===== src/hw/rtl/wpf_pkg.sv =====
package wpf_pkg;

    // default sizes, handed to the top level parameters
    localparam int MAX_PATTERN_DEF  = 8;
    localparam int MAX_WORD_LEN_DEF = 32;

    // fixed field widths
    localparam int CHAR_W       = 8;
    localparam int PAT_BYTES    = 8;
    localparam int PAT_W        = PAT_BYTES * CHAR_W;
    localparam int PAT_IDX_W    = $clog2(PAT_BYTES);
    localparam int PLEN_W       = 4;
    localparam int MODE_W       = 3;
    localparam int COUNT_W      = 6;
    localparam int CFG_IDX_W    = 2;
    localparam int CFG_DATA_W   = 64;

    // letter statistics
    localparam int LETTERS      = 26;
    localparam int LETTER_CNT_W = 6;
    localparam int NEED_W       = 4;
    localparam logic [CHAR_W-1:0]       CHAR_A     = 8'h61;
    localparam logic [LETTER_CNT_W-1:0] LETTER_MAX = 6'd63;

    // filter modes
    typedef enum logic [MODE_W-1:0] {
        MODE_PREFIX   = 3'd0,
        MODE_MIDDLE   = 3'd1,
        MODE_SUFFIX   = 3'd2,
        MODE_ANYWHERE = 3'd3,
        MODE_EXCLUDE  = 3'd4,
        MODE_LETTERS  = 3'd5
    } mode_t;

    // configuration register indexes
    typedef enum logic [CFG_IDX_W-1:0] {
        CFG_FILTER_MODE    = 2'd0,
        CFG_PATTERN_CHARS  = 2'd1,
        CFG_PATTERN_LENGTH = 2'd2
    } cfg_reg_t;

    // control into one window cell
    typedef struct packed {
        logic advance;
        logic win_en;
        logic pat_en;
    } cell_ctrl_t;

    // status out of one window cell
    typedef struct packed {
        logic win_hit;
        logic pat_hit;
    } cell_stat_t;

endpackage


===== src/hw/rtl/wpf_cell.sv =====
module wpf_cell
    import wpf_pkg::*;
(
    input  logic              clk,
    input  logic              rst_n,
    input  cell_ctrl_t        ctrl,
    input  logic [CHAR_W-1:0] shift_in,
    input  logic [CHAR_W-1:0] win_ref,
    input  logic [CHAR_W-1:0] pat_ref,
    input  logic [CHAR_W-1:0] char_code,
    output logic [CHAR_W-1:0] shift_out,
    output cell_stat_t        stat
);

    logic [CHAR_W-1:0] byte_reg;

    // window byte, moves one cell along per item
    always_ff @(posedge clk or negedge rst_n)
    begin
        if (!rst_n)
        begin
            byte_reg <= '0;
        end
        else if (ctrl.advance)
        begin
            byte_reg <= shift_in;
        end
    end

    assign shift_out = byte_reg;

    // byte landing here this item against its pattern position
    assign stat.win_hit = !ctrl.win_en || (shift_in == win_ref);

    // incoming character against this cell's pattern byte
    assign stat.pat_hit = ctrl.pat_en && (char_code == pat_ref);

endmodule


===== src/hw/rtl/wpf_letter_bank.sv =====
module wpf_letter_bank
    import wpf_pkg::*;
#(
    parameter int MAX_PATTERN = MAX_PATTERN_DEF
)
(
    input  logic              clk,
    input  logic              rst_n,
    input  logic              advance,
    input  logic              clear,
    input  logic [CHAR_W-1:0] char_code,
    input  logic [PAT_W-1:0]  pattern_chars,
    input  logic [PLEN_W-1:0] pat_len,
    output logic              letters_ok
);

    logic [LETTER_CNT_W-1:0] cnt_reg  [LETTERS];
    logic [LETTER_CNT_W-1:0] cnt_next [LETTERS];
    logic [LETTERS-1:0]      letter_ok;

    for (genvar l = 0; l < LETTERS; l++)
    begin : g_letter
        logic [CHAR_W-1:0] letter_code;
        logic [NEED_W-1:0] need;

        assign letter_code = CHAR_A + CHAR_W'(l);

        // saturating count of this letter, including the current item
        always_comb
        begin
            cnt_next[l] = cnt_reg[l];
            if (char_code == letter_code && cnt_reg[l] < LETTER_MAX)
            begin
                cnt_next[l] = cnt_reg[l] + LETTER_CNT_W'(1);
            end
        end

        // how often the pattern asks for this letter
        always_comb
        begin
            need = '0;
            for (int j = 0; j < MAX_PATTERN; j++)
            begin
                if (PLEN_W'(j) < pat_len &&
                    pattern_chars[j*CHAR_W +: CHAR_W] == letter_code)
                begin
                    need = need + NEED_W'(1);
                end
            end
        end

        assign letter_ok[l] = cnt_next[l] >= LETTER_CNT_W'(need);

        always_ff @(posedge clk or negedge rst_n)
        begin
            if (!rst_n)
            begin
                cnt_reg[l] <= '0;
            end
            else if (advance)
            begin
                cnt_reg[l] <= clear ? '0 : cnt_next[l];
            end
        end
    end

    assign letters_ok = &letter_ok;

endmodule


===== src/hw/rtl/word_pattern_filter.sv =====
// channel  | handshake              | payload
// ---------+------------------------+------------------------------
// in       | in_valid / in_stall    | char_code[7:0], last_char
// out      | out_valid / out_stall  | keep_word, word_length[5:0]
// cfg      | cfg_valid / cfg_ready  | cfg_index[1:0], cfg_data[63:0]
//
// one character per cycle while in_stall is low; the window cells and letter
// counters all update on the cycle the character is taken
// the result of a word is registered into the output buffer as its last character is taken
// a two-entry output buffer holds results; in_stall rises only when both
// entries are full, so the input keeps flowing while one result waits
// reset clears all word state at once, no clearing pass
module word_pattern_filter
    import wpf_pkg::*;
#(
    parameter int MAX_PATTERN  = MAX_PATTERN_DEF,
    parameter int MAX_WORD_LEN = MAX_WORD_LEN_DEF
)
(
    input  logic                  clk,
    input  logic                  rst_n,
    input  logic                  in_valid,
    output logic                  in_stall,
    input  logic [CHAR_W-1:0]     char_code,
    input  logic                  last_char,
    output logic                  out_valid,
    input  logic                  out_stall,
    output logic                  keep_word,
    output logic [COUNT_W-1:0]    word_length,
    input  logic                  cfg_valid,
    output logic                  cfg_ready,
    input  logic [CFG_IDX_W-1:0]  cfg_index,
    input  logic [CFG_DATA_W-1:0] cfg_data
);

    localparam logic [COUNT_W-1:0] COUNT_MAX = COUNT_W'(MAX_WORD_LEN);

    mode_t              filter_mode_reg;
    logic [PAT_W-1:0]   pattern_chars_reg;
    logic [PLEN_W-1:0]  pattern_length_reg;
    logic [PLEN_W-1:0]  pat_len;

    logic               in_accept;
    logic               push;
    logic               pop;

    logic [COUNT_W-1:0] char_count_reg;
    logic [COUNT_W-1:0] char_count_next;
    logic               seen_anywhere_reg;
    logic               seen_anywhere_next;
    logic               seen_at_start_reg;
    logic               seen_at_start_next;
    logic               excluded_hit_reg;
    logic               excluded_hit_next;
    logic               enough;
    logic               suffix;
    logic               letters_ok;
    logic               keep;

    logic [CHAR_W-1:0]      win_chain [MAX_PATTERN];
    logic [MAX_PATTERN-1:0] win_hits;
    logic [MAX_PATTERN-1:0] pat_hits;

    logic               out_valid_reg;
    logic               keep_reg;
    logic [COUNT_W-1:0] length_reg;
    logic               skid_valid_reg;
    logic               skid_keep_reg;
    logic [COUNT_W-1:0] skid_length_reg;

    assign cfg_ready = 1'b1;
    assign in_stall  = skid_valid_reg;
    assign in_accept = in_valid && !in_stall;
    assign push      = in_accept && last_char;
    assign pop       = out_valid_reg && !out_stall;

    // configuration registers
    always_ff @(posedge clk or negedge rst_n)
    begin
        if (!rst_n)
        begin
            filter_mode_reg    <= MODE_ANYWHERE;
            pattern_chars_reg  <= '0;
            pattern_length_reg <= PLEN_W'(1);
        end
        else if (cfg_valid && cfg_ready)
        begin
            unique case (cfg_reg_t'(cfg_index))
                CFG_FILTER_MODE:    filter_mode_reg    <= mode_t'(cfg_data[MODE_W-1:0]);
                CFG_PATTERN_CHARS:  pattern_chars_reg  <= cfg_data[PAT_W-1:0];
                CFG_PATTERN_LENGTH: pattern_length_reg <= cfg_data[PLEN_W-1:0];
                default:            ;
            endcase
        end
    end

    // effective pattern length, clamped to one..MAX_PATTERN
    always_comb
    begin
        if (pattern_length_reg == '0)
        begin
            pat_len = PLEN_W'(1);
        end
        else if (pattern_length_reg > PLEN_W'(MAX_PATTERN))
        begin
            pat_len = PLEN_W'(MAX_PATTERN);
        end
        else
        begin
            pat_len = pattern_length_reg;
        end
    end

    // row of window cells, cell zero holds the newest character
    for (genvar k = 0; k < MAX_PATTERN; k++)
    begin : g_cell
        logic [PLEN_W-1:0] win_pos;
        logic [CHAR_W-1:0] shift_in;
        cell_ctrl_t        ctrl;
        cell_stat_t        stat;

        assign win_pos = pat_len - PLEN_W'(k) - PLEN_W'(1);

        if (k == 0)
        begin : g_head
            assign shift_in = char_code;
        end
        else
        begin : g_body
            assign shift_in = win_chain[k-1];
        end

        assign ctrl.advance = in_accept;
        assign ctrl.win_en  = PLEN_W'(k) < pat_len;
        assign ctrl.pat_en  = PLEN_W'(k) < pat_len;

        wpf_cell u_cell (
            .clk       (clk),
            .rst_n     (rst_n),
            .ctrl      (ctrl),
            .shift_in  (shift_in),
            .win_ref   (pattern_chars_reg[win_pos[PAT_IDX_W-1:0]*CHAR_W +: CHAR_W]),
            .pat_ref   (pattern_chars_reg[k*CHAR_W +: CHAR_W]),
            .char_code (char_code),
            .shift_out (win_chain[k]),
            .stat      (stat)
        );

        assign win_hits[k] = stat.win_hit;
        assign pat_hits[k] = stat.pat_hit;
    end

    // per-letter counters for the letter requirement
    wpf_letter_bank #(
        .MAX_PATTERN (MAX_PATTERN)
    ) u_letters (
        .clk           (clk),
        .rst_n         (rst_n),
        .advance       (in_accept),
        .clear         (last_char),
        .char_code     (char_code),
        .pattern_chars (pattern_chars_reg),
        .pat_len       (pat_len),
        .letters_ok    (letters_ok)
    );

    // word tracking for the current item
    always_comb
    begin
        char_count_next = char_count_reg;
        if (char_count_reg < COUNT_MAX)
        begin
            char_count_next = char_count_reg + COUNT_W'(1);
        end
        enough             = char_count_next >= COUNT_W'(pat_len);
        suffix             = enough && (&win_hits);
        seen_anywhere_next = seen_anywhere_reg || suffix;
        seen_at_start_next = seen_at_start_reg ||
            (suffix && ({1'b0, char_count_reg} + (COUNT_W+1)'(1)) == (COUNT_W+1)'(pat_len));
        excluded_hit_next  = excluded_hit_reg || (|pat_hits);
    end

    // filter decision at the end of a word
    always_comb
    begin
        unique case (filter_mode_reg)
            MODE_PREFIX:   keep = seen_at_start_next;
            MODE_MIDDLE:   keep = seen_anywhere_next && !seen_at_start_next && !suffix;
            MODE_SUFFIX:   keep = suffix;
            MODE_ANYWHERE: keep = seen_anywhere_next;
            MODE_EXCLUDE:  keep = !excluded_hit_next;
            MODE_LETTERS:  keep = letters_ok;
            default:       keep = 1'b0;
        endcase
    end

    // word state, cleared after the last character
    always_ff @(posedge clk or negedge rst_n)
    begin
        if (!rst_n)
        begin
            char_count_reg    <= '0;
            seen_anywhere_reg <= 1'b0;
            seen_at_start_reg <= 1'b0;
            excluded_hit_reg  <= 1'b0;
        end
        else if (in_accept)
        begin
            if (last_char)
            begin
                char_count_reg    <= '0;
                seen_anywhere_reg <= 1'b0;
                seen_at_start_reg <= 1'b0;
                excluded_hit_reg  <= 1'b0;
            end
            else
            begin
                char_count_reg    <= char_count_next;
                seen_anywhere_reg <= seen_anywhere_next;
                seen_at_start_reg <= seen_at_start_next;
                excluded_hit_reg  <= excluded_hit_next;
            end
        end
    end

    // two-entry output buffer: output register plus skid entry
    always_ff @(posedge clk or negedge rst_n)
    begin
        if (!rst_n)
        begin
            out_valid_reg  <= 1'b0;
            skid_valid_reg <= 1'b0;
        end
        else if (skid_valid_reg)
        begin
            if (pop)
            begin
                skid_valid_reg <= 1'b0;
            end
        end
        else if (push)
        begin
            if (out_valid_reg && !pop)
            begin
                skid_valid_reg <= 1'b1;
            end
            else
            begin
                out_valid_reg <= 1'b1;
            end
        end
        else if (pop)
        begin
            out_valid_reg <= 1'b0;
        end
    end

    // result payload
    always_ff @(posedge clk)
    begin
        if (skid_valid_reg)
        begin
            if (pop)
            begin
                keep_reg   <= skid_keep_reg;
                length_reg <= skid_length_reg;
            end
        end
        else if (push)
        begin
            if (out_valid_reg && !pop)
            begin
                skid_keep_reg   <= keep;
                skid_length_reg <= char_count_next;
            end
            else
            begin
                keep_reg   <= keep;
                length_reg <= char_count_next;
            end
        end
    end

    assign out_valid   = out_valid_reg;
    assign keep_word   = keep_reg;
    assign word_length = length_reg;

    // a held skid entry always sits behind a valid output
    assert property (@(posedge clk) disable iff (!rst_n)
        skid_valid_reg |-> out_valid_reg)
        else $error("skid entry held without a valid output");

    // taking the head moves the skid entry forward
    assert property (@(posedge clk) disable iff (!rst_n)
        (skid_valid_reg && !out_stall) |=> (out_valid_reg && !skid_valid_reg))
        else $error("skid entry not moved forward");

    // word state is cleared after the last character
    assert property (@(posedge clk) disable iff (!rst_n)
        (in_accept && last_char) |=>
            (char_count_reg == '0 && !seen_anywhere_reg && !excluded_hit_reg))
        else $error("word state not cleared at end of word");

    // length count stays within its saturation limit
    assert property (@(posedge clk) disable iff (!rst_n)
        char_count_reg <= COUNT_MAX)
        else $error("character count above saturation limit");

    // a prefix match is also a match somewhere
    assert property (@(posedge clk) disable iff (!rst_n)
        seen_at_start_reg |-> seen_anywhere_reg)
        else $error("prefix seen without any match");

endmodule


===== config.mk =====
export PLATFORM = sky130hd
export DESIGN_NAME = word_pattern_filter
export DESIGN_NICKNAME = d
export VERILOG_FILES = /design/src/hw/rtl/wpf_pkg.sv /design/src/hw/rtl/wpf_cell.sv /design/src/hw/rtl/wpf_letter_bank.sv /design/src/hw/rtl/word_pattern_filter.sv
export SDC_FILE = /design/constraint.sdc
export NUM_CORES = 1
export LEC_CHECK = 0
export BUFFER_PORTS_ARGS = -buffer_cell sky130_fd_sc_hd__clkbuf_2
export CAP_MARGIN = 20
export CORE_MARGIN = 4
export CORE_UTILIZATION = 50
export CTS_CLUSTER_DIAMETER = 200
export DETAILED_ROUTE_END_ITERATION = 12
export PLACE_DENSITY = 0.65
export SLEW_MARGIN = 30
export SYNTH_ARGS = -nofsm -noshare
export SYNTH_HDL_FRONTEND = slang
export SYNTH_SLANG_ARGS = --single-unit
export TNS_END_PERCENT = 100

===== constraint.sdc =====
create_clock -name clk -period 8.1 [get_ports clk]
set_input_delay 0.405 -clock clk [delete_from_list [all_inputs] [get_ports clk]]
set_output_delay 0.405 -clock clk [all_outputs]
set_load 0.02 [all_outputs]

== Yosys cells after proc, flatten, opt, wreduce, memory -nomap -nowiden ==
Index checks and enable logic that the tools add are counted.

* Bits in registers: 308
* Bits in latches: 0
* Memories: 0
* Logic and storage cells: 1175
* Output and inout port bits: 10
* Memory bits (writable): 0
* Bits in read-only memories: 0

* Div/mod/pow operators: 0
* Muxes and demuxes: 283
* Shift-type cells: 8
* $lt $le $gt $ge: 63
* Bitwise gates (word level): 1
* Equality and inequality tests: 261
* $mul: 0
* Reductions and logical operators: 289
* Add/sub/neg operators: 224

{| class="wikitable"
|+ Operator list
! cell !! number
|-
| 8-bit by 7-bit == test with 1-bit output, second input constant || 234
|-
| 4-bit two-way mux || 184
|-
| 4-bit by 1-bit adder with 4-bit output, second input constant || 156
|-
| 64-bit by 7-bit variable part select with 8-bit output || 8
|-
| 6-bit two-way mux || 58
|-
| 1-bit logical AND || 250
|-
| 6-bit by 1-bit adder with 6-bit output, second input constant || 27
|-
| 6-bit by 4-bit greater-or-equal comparator with 1-bit output || 27
|-
| 6-bit < comparator, second input constant || 27
|-
| 8-bit == test || 16
|-
| 1-bit by 1-bit adder with 2-bit output, second input constant || 26
|-
| 1-bit two-way mux || 40
|-
| 26-bit AND reduction || 1
|-
| 3-bit by 1-bit subtractor with 3-bit output, second input constant || 8
|-
| 3-bit by 4-bit < comparator with 1-bit output, first input constant || 4
|-
| 1-bit logical NOT || 14
|-
| 3-bit subtractor, second input constant || 4
|-
| 1-bit logical OR || 11
|-
| 3-bit AND reduction || 3
|-
| 1-bit by 4-bit < comparator with 1-bit output, first input constant || 2
|-
| 2-bit by 4-bit < comparator with 1-bit output, first input constant || 2
|-
| 8-bit AND reduction || 1
|-
| 8-bit OR reduction || 1
|-
| 6-bit by 1-bit adder with 7-bit output, second input constant || 1
|-
| 16 further kinds || 24
|}

== Longest topological paths before layout ==
* Word-level depth: 26
* Gate-level depth with buffers: 39
* Mapped depth without buffers: 38

== Hierarchy ==
A second synthesis with hierarchy kept.

* Cells, all modules: 4542
* Area, all modules: 39133.8 µm²

{| class="wikitable"
|+ By module, submodules not included
! module !! seq. area each (µm²) !! area an instance (µm²) !! times used !! cells each
|-
| wpf_letter_bank || 3903.7 || 27985.6 || 1 || 3544
|-
| word_pattern_filter || 2476.1 || 7034.2 || 1 || 678
|-
| wpf_cell || 200.2 || 514.2 || 8 || 40
|}

== Worst setup path before layout ==
No wires, ideal clock.

* Kind: register -> register
* From: register pattern_length_reg[0]
* To: register keep_reg, in the netlist keep_word (data pin)
* Path slack: 0.950 ns
* Data required time: 7.840 ns
* Arrival: 6.890 ns
* Library setup time: 0.260 ns
* Clock period less this slack: 7.150 ns
* Cell stages (with the launch flop): 31
* Path through: dfstp_2 -> o21ba_1 -> nor2_1 -> ha_1 -> nor3_2 -> buf_6 -> nor3_1 -> and4_1 -> clkbuf_1 -> xor2_1 -> ha_1 -> mux2_2 -> ha_1 -> mux2_2 -> ha_1 -> mux2_2 -> ha_1 -> mux2_2 -> ha_1 -> mux2i_1 -> ha_1 -> a21o_1 -> a21o_1 -> a21oi_1 -> nand3_1 -> nand2_1 -> nor4_1 -> a31oi_1 -> o31ai_1 -> a31o_1 -> mux2_2

* Cells in the longest elaborated chain, start to end: 26

{| class="wikitable"
|+ Ends and longest elaborated chain
! item !! line !! text
|-
| start: declaration || word_pattern_filter.sv:40 || <nowiki>logic [PLEN_W-1:0] pattern_length_reg;</nowiki>
|-
| start signal: assignment || word_pattern_filter.sv:91 || <nowiki>CFG_PATTERN_LENGTH: pattern_length_reg <= cfg_data[PLEN_W-1:0];</nowiki>
|-
| 4-bit > comparator || word_pattern_filter.sv:104 || <nowiki>else if (pattern_length_reg > PLEN_W'(MAX_PATTERN))</nowiki>
|-
| 4-bit two-way mux || word_pattern_filter.sv:104 ||
|-
| 4-bit two-way mux (*) || word_pattern_filter.sv:100 || <nowiki>if (pattern_length_reg == '0)</nowiki>
|-
| 1-bit by 4-bit < comparator with 1-bit output || wpf_letter_bank.sv:44, word_pattern_filter.sv:134, word_pattern_filter.sv:135 ||
|-
| 1-bit logical AND || wpf_letter_bank.sv:44 || <nowiki>if (PLEN_W'(j) < pat_len &&</nowiki>
|-
| 1-bit two-way mux || wpf_letter_bank.sv:44 ||
|-
| 1-bit by 1-bit adder with 2-bit output || wpf_letter_bank.sv:47 || <nowiki>need = need + NEED_W'(1);</nowiki>
|-
| 4-bit two-way mux || wpf_letter_bank.sv:44 ||
|-
| [... 11 more ...] || n/a ||
|-
| 4-bit two-way mux || wpf_letter_bank.sv:44 ||
|-
| 6-bit by 4-bit greater-or-equal comparator with 1-bit output || wpf_letter_bank.sv:52 || <nowiki>assign letter_ok[l] = cnt_next[l] >= LETTER_CNT_W'(need);</nowiki>
|-
| 26-bit AND reduction || wpf_letter_bank.sv:67 || <nowiki>assign letters_ok = &letter_ok;</nowiki>
|-
| 1-bit case mux with 6 select lines (*) || word_pattern_filter.sv:186 || <nowiki>unique case (filter_mode_reg)</nowiki>
|-
| named net keep || word_pattern_filter.sv:58 || <nowiki>logic keep;</nowiki>
|-
| 1-bit two-way mux (*) || word_pattern_filter.sv:271 || <nowiki>if (out_valid_reg && !pop)</nowiki>
|-
| 1-bit two-way mux (*) || word_pattern_filter.sv:269 || <nowiki>else if (push)</nowiki>
|-
| 1-bit two-way mux (*) || word_pattern_filter.sv:261 || <nowiki>if (skid_valid_reg)</nowiki>
|-
| end signal: assignment || word_pattern_filter.sv:265 || <nowiki>keep_reg <= skid_keep_reg;</nowiki>
|-
| end signal: assignment || word_pattern_filter.sv:278 || <nowiki>keep_reg <= keep;</nowiki>
|-
| end: declaration || word_pattern_filter.sv:65 || <nowiki>logic keep_reg;</nowiki>
|}

The timed path passes the listed nets; every way through them passes the cells marked *. The select of a mux whose other input is x is not followed.
A chain may end at the register's enable or synchronous reset.

== Worst setup path in the final report ==
* From: register pattern_length_reg[2]
* To: register keep_reg, in the netlist keep_word (data pin)

Same word-level chain as after synthesis.

==> flow_summary.ini <==
[final_layout]
layout_common_cells = nand2_1 (744), ha_1 (367), xnor2_1 (346)
drive_gt1_frac = 0.1189
syn_to_final_growth_pct = 9.013
antenna-diode-count = 0
nets = 5182
stdcell_count = 5721
final_common_cell = nand2_1
largest_reg_flops = 156

[logic_synthesis]
synth_ff_type = dfrtp_1
synth_top_area_cell = dfrtp_1
synth_cells = 4677
yosys_warnings = 0
syn_area_sq_um = 37150
postSynthAreaPerCell_sq_um = 7.943
synth_fp_nets = 5126
netlist.area_leader.share = 0.1960
ys_types = 102
ys_seq_elements = 308
synth_edf_count = 14
ys_top_cells_by_area = dfrtp_1 (20%), ha_1 (12%), xnor2_1 (8.3%)
seq_area_frac_synth = 0.2095
async_reset_ff_frac = 0.9545

[worst_setup_path]
crit_path_end = keep_word
crit_path_max_incr_delay_ns = 0.59
r2r_start = pattern_length_reg[2]
worst_setup_path_end_kind = flop
reg2reg_to = keep_word
cp_top_family = simple AND/OR/NAND/NOR gates
cp_slowest_cell = nor3_1
path_buf_inv = 3
cp_data_arrival_time_ns = 8.01
crit_path_start = pattern_length_reg[2]
cp.depth = 26
path_max_fanout = 61
worstSetupPathType = flop to flop
start_kind = flop
rrSetupSlack_ns = 0.41
worstRegToRegCells = 26
required_ns = 8.42

[clocking]
clk_path_buf_depth = 3
cts_sinks = 308
htreeDepth = 2
cts_tree = yes
clk_latency_ns = 0.59
cts_root_buf = clkbuf_16
numCtsBuffers = 38
cts_setup_buffers = 0
path_clk_slew_ns = 0.06

[global_routing]
grt_pass1_wl_microns = 192100
grt.total_usage = 0.3113
overflow = 0
grt_pass1_vias = 32047
antenna_found_initial = 2
grt_max_degree = 143

[sta]
setup-violations-final = 0
skew_ns = 0.03021
fin_crit_ns = 7.689
timing.fmax_ghz = 0.1301
drv_slew = 0
slew_headroom = 0.2741
worst_pin_slew_ns = 1.079
post-route-period-util = 0.9493
finalHoldViolations = 0

[floorplanning]
die_area_sq_um = 78720
die_x_microns = 280.6
start_util = 0.5066
die_h_microns = 280.6
io_pins = 90
rows = 99
core_area_sq_um = 73330

[drt]
vias = 34710
dr.pass1.iters = 6
post-route-drc-count = 0
routed_wl_microns = 124900
via_per_inst = 6.067
wl_per_cell_microns = 21.83
drtAntennaViolNets = 0
drt_iter0_drc = 3636

[power_and_ir_drop]
power_density_nw_per_um2 = 171.0
max-vdd-ir-drop_mv = 0.1941
finalPower_mw = 6.925
power.leakage_nw = 18.06

[placed_design]
dp.cells = 5651
dp.final_hpwl_microns = 96630
portBuffers = 88
gp_congestion = 1.010

[hold_path]
whs_path_depth = 2
hp-class = input pin to flop

[run_status]
status = finished clean

[flow_run]
cap_violations = 0
report_power, final:
group | internal [mW] | switching, mW | leakage, nW
clock | 1.06 | 0.724 | 0.629
combinational | 1.03 | 1.84 | 13.4
sequential | 1.80 | 0.469 | 3.99
total | 3.89 | 3.03 | 18.1
metrics by stage:
stage | TNS [ns] | util | hold slack, ns | instance area, sq um | worst slack (ns)
after global routing | -0.02281 | 0.5522 | 0.03369 | 40500 | -0.02281
after floorplan | 0 | - | 0.1094 | 37150 | 0.9497
after CTS | 0 | 0.5491 | 0.03067 | 40260 | 0.07101
final | 0 | 0.5522 | 0.03973 | 40500 | 0.4107
after global placement | 0 | 0.5314 | 0.4678 | 38970 | 0.2731
after detailed placement | -0.01586 | 0.5315 | 0.4643 | 38970 | -0.01586
Yosys cell counts (89+ instances only):
cell / count
nand2_1: 750
ha_1: 369
xnor2_1: 350
nor2_1: 335
dfrtp_1: 291
o21ai_0: 290
xor2_1: 276
nand3_1: 204
nand4_1: 166
inv_1: 157
clkbuf_1: 150
a21oi_1: 140
mux2i_1: 137
mux2_2: 130
nor3_1: 89
worst min path at each step:
stage / end / from
final: pattern_chars_reg[55] / cfg_data[55]
after global routing: pattern_chars_reg[32] / cfg_data[32]
after CTS: pattern_chars_reg[34] / cfg_data[34]
after detailed placement: u_letters.cnt_reg[133] / rst_n
after global placement: u_letters.cnt_reg[133] / rst_n
after floorplan: char_count_reg[0] / rst_n
cell type report:
cell class,count,area [sq um]
clock inverters,12,160.2
well taps,959,1200
inverters,166,625.6
fillers,6964,32830
repair buffers,231,1550
multi-input cells,3988,28050
clock buffers,57,1122
flip-flops and latches,308,7784
metal layers:
metal  up-vias  part of all wire  GRT usage
met5         -                 0          0
met4         0             0.046     0.1218
met3       327             0.085    0.05425
met2      1378              0.41     0.4595
met1     16372              0.46     0.4519
li1      16633                 -          -
cell families (layout without fill, tap and decap cells):
logic type                 Yosys count  after routing  share of synthesized area
other                                1              1                  0.0001009
and+or+nand+nor                   1885           1885                     0.2424
buffers and inverters              381            466                    0.04227
muxes                              286            286                    0.08764
DFF                                308            308                     0.2095
AOI/OAI and AO/OA                  801            801                     0.1369
adders and majority gates          369            369                     0.1243
xor gates and xnor gates           646            646                     0.1570
what timing repair did:
action                                  in CTS  in global routing
hold endpoints to repair                    88                  0
resized for setup                            1                 54
endpoints found under the setup margin       1                  2
pin swaps                                    0                 11
hold buffers                                 1                  0
Power figures use the tool's default switching activity.
